`src/hdl/slq_pkg.sv`:
```
// slq_pkg: shared constants, operation codes and the control struct of the
// sorted list queue. No dependencies.

package slq_pkg;

    localparam int CAPACITY = 16;
    localparam int CNT_W    = $clog2(CAPACITY + 1);
    localparam int DATA_W   = 32;

    localparam logic [1:0] FN_SORTED = 2'd0;
    localparam logic [1:0] FN_FRONT  = 2'd1;
    localparam logic [1:0] FN_END    = 2'd2;
    localparam logic [1:0] FN_POP    = 2'd3;

    typedef struct packed {
        logic       ins;   // insert that is carried out (list not full)
        logic       pop;   // pop that removes an entry (list not empty)
        logic [1:0] func;
    } t_ctl;

endpackage

```
`src/hdl/slq_cell.sv`:
```
// slq_cell: one slot of the list. Holds an entry, finds the insert point
// with its neighbors and shifts right on insert, left on pop. Uses slq_pkg.

module slq_cell (
    input  logic                        i_clk,
    input  slq_pkg::t_ctl               i_ctl,
    input  logic signed [31:0]          i_value,
    input  logic                        i_occ,
    input  logic                        i_first,
    input  logic signed [31:0]          i_left_val,
    input  logic                        i_left_past,
    input  logic signed [31:0]          i_right_val,
    output logic signed [31:0]          o_val,
    output logic                        o_past
);

    logic signed [31:0] r_val;
    logic signed [31:0] n_val;
    logic               v_lt_e;
    logic               e_lt_v;
    logic               hit;
    logic               at;

    assign v_lt_e = i_value < r_val;
    assign e_lt_v = r_val < i_value;

    // hit: insert point lies at or before this slot
    always_comb begin
        case (i_ctl.func)
            slq_pkg::FN_SORTED: hit = !i_occ || (i_first ? v_lt_e : !e_lt_v);
            slq_pkg::FN_FRONT:  hit = 1'b1;
            slq_pkg::FN_END:    hit = !i_occ;
            default:            hit = 1'b0;
        endcase
    end

    assign at     = hit && !i_left_past;
    assign o_past = hit || i_left_past;

    always_comb begin
        n_val = r_val;
        if (i_ctl.ins) begin
            if (at) begin
                n_val = i_value;
            end else if (i_left_past) begin
                n_val = i_left_val;
            end
        end else if (i_ctl.pop) begin
            n_val = i_right_val;
        end
    end

    always_ff @(posedge i_clk) begin
        r_val <= n_val;
    end

    assign o_val = r_val;

endmodule

```
`src/hdl/sorted_list_queue.sv`:
```
// sorted_list_queue: top level, a row of slq_cell slots plus the entry count
// and the result register. Depends on slq_pkg and slq_cell.
//
// Usage:
//   Request channel: drive i_func and i_value and raise start; a request is
//   taken at every rising edge where start is high and busy is low. busy
//   stays low: the cell row finishes one request per clock, so requests may
//   come back to back at one per cycle.
//   Result channel: o_strobe is high for exactly one cycle, the cycle after
//   the request was taken, with o_popped_value, o_was_empty,
//   o_refused and o_entry_count valid in that cycle. The receiver cannot
//   stall; every request yields exactly one result.
//   Operations: sorted insert, push front, push end and pop front. Each
//   slot compares its entry with the new value at once; the first slot that
//   accepts the value is found by a carry passed along the row, then slots
//   at and after it shift right. A pop shifts every slot left.
//   A full list refuses any insert (o_refused); a pop on an empty list
//   returns 0 with o_was_empty.
//   Reset (i_rst_n low, synchronous): empty the list and drop any pending
//   result. Entry storage is not cleared; only the count tells which slots
//   hold data.

module sorted_list_queue (
    input  logic                        i_clk,
    input  logic                        i_rst_n,
    input  logic                        start,
    output logic                        busy,
    input  logic [1:0]                  i_func,
    input  logic signed [31:0]          i_value,
    output logic                        o_strobe,
    output logic signed [31:0]          o_popped_value,
    output logic                        o_was_empty,
    output logic                        o_refused,
    output logic [slq_pkg::CNT_W-1:0]   o_entry_count
);

    localparam int N = slq_pkg::CAPACITY;
    localparam int W = slq_pkg::CNT_W;

    logic [W-1:0]        r_held;
    logic [W-1:0]        n_held;
    logic                r_strobe;
    logic signed [31:0]  r_popped;
    logic                r_empty;
    logic                r_refused;

    logic                take;
    logic                is_pop;
    logic                full;
    logic                empty;
    slq_pkg::t_ctl       ctl;

    logic signed [31:0]  cell_val  [N];
    logic                cell_past [N];
    logic [N-1:0]        occ;

    assign busy  = 1'b0;
    assign take  = start && !busy;
    assign is_pop = i_func == slq_pkg::FN_POP;
    assign full  = r_held == W'(N);
    assign empty = r_held == '0;

    assign ctl = '{ins:  take && !is_pop && !full,
                   pop:  take && is_pop && !empty,
                   func: i_func};

    // occupancy: slot i holds data when i < count
    generate
        for (genvar gi = 0; gi < N; gi++) begin : g_cell
            logic signed [31:0] left_val;
            logic               left_past;
            logic signed [31:0] right_val;

            assign occ[gi] = W'(gi) < r_held;

            if (gi == 0) begin : g_head
                assign left_val  = '0;
                assign left_past = 1'b0;
            end else begin : g_link
                assign left_val  = cell_val[gi-1];
                assign left_past = cell_past[gi-1];
            end

            if (gi == N - 1) begin : g_tail
                assign right_val = '0;
            end else begin : g_next
                assign right_val = cell_val[gi+1];
            end

            slq_cell u_cell (
                .i_clk       (i_clk),
                .i_ctl       (ctl),
                .i_value     (i_value),
                .i_occ       (occ[gi]),
                .i_first     (gi == 0),
                .i_left_val  (left_val),
                .i_left_past (left_past),
                .i_right_val (right_val),
                .o_val       (cell_val[gi]),
                .o_past      (cell_past[gi])
            );
        end
    endgenerate

    // advance the count by one on insert, drop it by one on pop
    always_comb begin
        n_held = r_held;
        if (ctl.ins) begin
            n_held = r_held + W'(1);
        end else if (ctl.pop) begin
            n_held = r_held - W'(1);
        end
    end

    always_ff @(posedge i_clk) begin
        if (!i_rst_n) begin
            r_held   <= '0;
            r_strobe <= 1'b0;
        end else begin
            r_held   <= n_held;
            r_strobe <= take;
        end
    end

    // result payload: hold the head entry on a real pop, else zero
    always_ff @(posedge i_clk) begin
        r_popped  <= ctl.pop ? cell_val[0] : '0;
        r_empty   <= is_pop && empty;
        r_refused <= !is_pop && full;
    end

    assign o_strobe       = r_strobe;
    assign o_popped_value = r_popped;
    assign o_was_empty    = r_empty;
    assign o_refused      = r_refused;
    assign o_entry_count  = r_held;

    a_result_follows: assert property (@(posedge i_clk) disable iff (!i_rst_n)
        take |=> o_strobe)
        else $error("request taken without a result");

    a_count_bound: assert property (@(posedge i_clk) disable iff (!i_rst_n)
        r_held <= W'(N))
        else $error("entry count beyond capacity");

    a_empty_count: assert property (@(posedge i_clk) disable iff (!i_rst_n)
        o_strobe && o_was_empty |-> o_entry_count == '0 && o_popped_value == '0)
        else $error("empty pop with entries held");

    a_refused_full: assert property (@(posedge i_clk) disable iff (!i_rst_n)
        o_strobe && o_refused |-> o_entry_count == W'(N))
        else $error("refused insert while not full");

    a_count_step: assert property (@(posedge i_clk) disable iff (!i_rst_n)
        !take |=> $stable(r_held))
        else $error("count moved without a request");

endmodule

```
`config.mk`:
```
export PLATFORM = sky130hd
export DESIGN_NAME = sorted_list_queue
export DESIGN_NICKNAME = d
export VERILOG_FILES = /design/src/hdl/slq_pkg.sv /design/src/hdl/slq_cell.sv /design/src/hdl/sorted_list_queue.sv
export SDC_FILE = /design/constraint.sdc
export NUM_CORES = 2
export LEC_CHECK = 0
export ABC_CLOCK_PERIOD_IN_PS = 10600
export BUFFER_PORTS_ARGS = -buffer_cell sky130_fd_sc_hd__clkbuf_2
export CORE_ASPECT_RATIO = 0.9
export CORE_MARGIN = 5
export CORE_UTILIZATION = 60
export DETAILED_ROUTE_END_ITERATION = 8
export GPL_ROUTABILITY_DRIVEN = 0
export PLACE_DENSITY = 0.83
export SLEW_MARGIN = 5
export SYNTH_ARGS = -nofsm -noshare
export SYNTH_HDL_FRONTEND = slang
export SYNTH_SLANG_ARGS = --single-unit
```
`constraint.sdc`:
```
create_clock -name i_clk -period 10.6 [get_ports i_clk]
set_input_delay 1.59 -clock i_clk [delete_from_list [all_inputs] [get_ports i_clk]]
set_output_delay 1.59 -clock i_clk [all_outputs]
set_load 0.1 [all_outputs]
```
==> impl_metrics.tcl <==
set metrics [dict create \
    clkLatencyLatePin_ns 0.64 \
    postCtsSetupBuffers 0 \
    antenna_found_initial 1 \
    cts_tree "yes" \
    grt_usage 0.341 \
    slew_headroom 0.141 \
    synthTopCellsByCount "nand2_1, edfxtp_1, ha_1" \
    die_y_um 251 \
    dr.first_iter.drc_count 5468 \
    holdWs_ns 0.518 \
    htree_num_levels 2 \
    drtAntennaViolNets 0 \
    skew_ns 0.0201 \
    required_ns 11.10 \
    placed_area_um2 40000 \
    outcome "complete, no violations" \
    power.density_nw_per_um2 157 \
    r2r_setup_slack_ns 5.05 \
    tns_ns 0 \
    clock-sinks 552 \
    ys.flop_type "edfxtp_1" \
    cts-hold-fix-buffers 0 \
    cts_resized 0 \
    critPathMaxFanout 32 \
    areaGrowthSynthToFinish_pct 7.59 \
    nets 4502 \
    yosysMostFrequentCell "nand2_1" \
    first_pass_iters 6 \
    max_freq_ghz 0.149 \
    numCtsBuffers 56 \
    async_flop_share 0 \
    synthCells 4020 \
    max_cap_viol_count 0 \
    r2r_cells 13 \
    synthesis.nets 4556 \
    hp-class "flip-flop to flip-flop" \
    vias 34900 \
    synth-seq-cells 552 \
    regArea_um2 16200 \
    p_leak_nw 17.5 \
    drc_errors 0 \
    min_from "g_cell[0].u_cell.o_val[23]$_DFFE_PP_" \
    ir_worst_vdd_mv 0.182 \
    dp_cells 4763 \
    cts.clk_slew.worst_paths_ns 0.07 \
    hold_viol 0 \
    dp_slack_ns 3.52 \
    drv_slew 0 \
    grt_pass1_vias 33300 \
    worst-setup-path-type "input pin to flip-flop" \
    synth_top_cell_by_area "edfxtp_1" \
    clockBufferDepth 3 \
    synth_edf_count 512 \
    cts_root_buffer "clkbuf_16" \
    dieWidth_um 278 \
    fill_cells 4864 \
    core_area_um2 64200 \
    yosys_warnings 0 \
    wl_um 126000 \
    die_area_um2 70000 \
    grt_max_degree 223 \
    setup_viol 0 \
    r2r_start "g_cell[1].u_cell.o_val[15]$_DFFE_PP_" \
    final_cells 4870 \
    hold_path_end "o_popped_value[23]$_SDFF_PN0_" \
    grt_setup_unrepaired "no" \
    synthTopCellsByArea "edfxtp_1, ha_1, nand2_1" \
    numPortBuffers 76 \
    drive_gt1_frac 0.0653 \
    crit_arrival_ns 7.23 \
    std_cell_rows 88 \
    worst_pin_slew_ns 1.28 \
    syn_area_um2 38900 \
    wl_per_cell_um 25.8 \
    synth_area_per_cell_um2 9.67 \
    cp-end-kind "flip-flop" \
    num_io_pins 78 \
    synth_cell_types 78 \
    multiInputGateArea_um2 21600 \
    fin_crit_sh 0.635 \
    viasPerCell 7.17 \
    fin_area_um2 41800 \
    synth_top_area_share 0.396 \
    hpwl_um 86300 \
    ys_seq_area_frac 0.416 \
    setup_ws_ns 3.87 \
    timing.rr.end "g_cell[13].u_cell.o_val[30]$_DFFE_PP_" \
    whs_path_depth 2 \
    startpoint_type "input pin" \
    gr-total-overflow 0 \
    start_util 0.605 \
    min_period_ns 6.73 \
    grt_pass1_wl_um 191000 \
]
-- placed cells by master (no fill, tap or decap), types with 10 or more instances in the layout --
cell,count
nand2_1,679
edfxtp_1,512
ha_1,499
nand3_1,357
o21ai_0,255
nor2_1,234
mux2i_1,197
o211ai_1,186
a21oi_1,169
a221o_1,130
inv_1,84
clkbuf_2,76
nand4_1,65
clkbuf_16,58
buf_4,56
a21o_1,44
dfxtp_1,40
a211oi_1,28
nor3_1,26
o21a_1,23
nor2b_1,19
a2111oi_0,15
and3_1,15
clkinv_2,15
nand2b_1,14
clkbuf_1,13
a31oi_1,12
a221oi_1,11
clkinv_1,10
-- report_power, final --
group	total [W]	switching [W]	internal, W
clock network	0.00203	0.000915	0.00111
registers	0.00297	0.000255	0.00272
logic	0.00155	0.00100	0.000552
-- registers in the layout (all words and copies together), names as in the netlist --
name and count:
o_entry_count 5, o_strobe 1, o_refused 1, o_popped_value 32, g_cell.u_cell.o_val 512, o_was_empty 1
-- worst max path at each step --
stage | from | endpoint | slack (ns)
6_report | i_value[1] | g_cell[13].u_cell.o_val[30]$_DFFE_PP_ | 3.87
5_1_grt | i_value[1] | g_cell[13].u_cell.o_val[9]$_DFFE_PP_ | 3.72
4_1_cts | i_value[1] | g_cell[13].u_cell.o_val[1]$_DFFE_PP_ | 4.14
3_5_place_dp | i_value[14] | g_cell[13].u_cell.o_val[1]$_DFFE_PP_ | 3.52
3_3_place_gp | i_value[15] | g_cell[13].u_cell.o_val[31]$_DFFE_PP_ | 3.59
2_1_floorplan | i_value[27] | g_cell[6].u_cell.o_val[0]$_DFFE_PP_ | 3.48
-- worst max-delay path, cell delays in order --
cell,delay [ns]
clkbuf_2,0.17
inv_1,0.60
ha_1,0.35
a211o_1,0.25
a211oi_1,0.55
o2111a_1,0.41
o2111ai_1,0.16
a31oi_1,0.47
o2111ai_1,0.56
nor2_4,0.77
buf_4,0.43
and2_0,0.17
buf_4,0.45
a221o_1,0.24
-- cell families (layout without fill, tap and decap cells) --
| group | Yosys count | count (layout) | share of synthesized area |
|---|---|---|---|
| multiplexers | 198 | 198 | 0.0510 |
| buffers and inverters | 330 | 324 | 0.0338 |
| AO/OA/AOI/OAI | 959 | 959 | 0.168 |
| flip-flops | 552 | 552 | 0.416 |
| AND/OR/NAND/NOR | 1475 | 1475 | 0.169 |
| XOR/XNOR | 6 | 6 | 0.00135 |
| adder cells (fa/ha/maj) | 499 | 499 | 0.161 |
| other | 1 | 2 | 0.0000965 |
-- area by class of cell --
cell class / instances / share of cell area
inverters: 84 / 0.00754
clock inverters: 33 / 0.00637
multi-input cells: 3138 / 0.517
clock buffers: 73 / 0.0365
repair buffers: 134 / 0.0201
diodes: 1 / 0.0000599
flip-flops and latches: 552 / 0.387
well taps: 855 / 0.0256
-- metrics by stage --
| stage | util | total power, W |
|---|---|---|
| final | 0.651 | 0.00655 |
| after floorplan | - | 0.00395 |
| after global placement | 0.623 | 0.00441 |
| after global routing | 0.651 | 0.00679 |
| after detailed placement | 0.623 | 0.00448 |
| after CTS | 0.651 | 0.00648 |
-- per-layer routing --
metal  wire length, µm  track usage  up-vias
li1                  -            -    15200
met3             15400       0.0697      550
met5                13            0        -
met4              8610        0.191        2
met1             47100        0.457    16400
met2             54400        0.522     2697
Note: power is estimated with default switching activity, not from simulation.
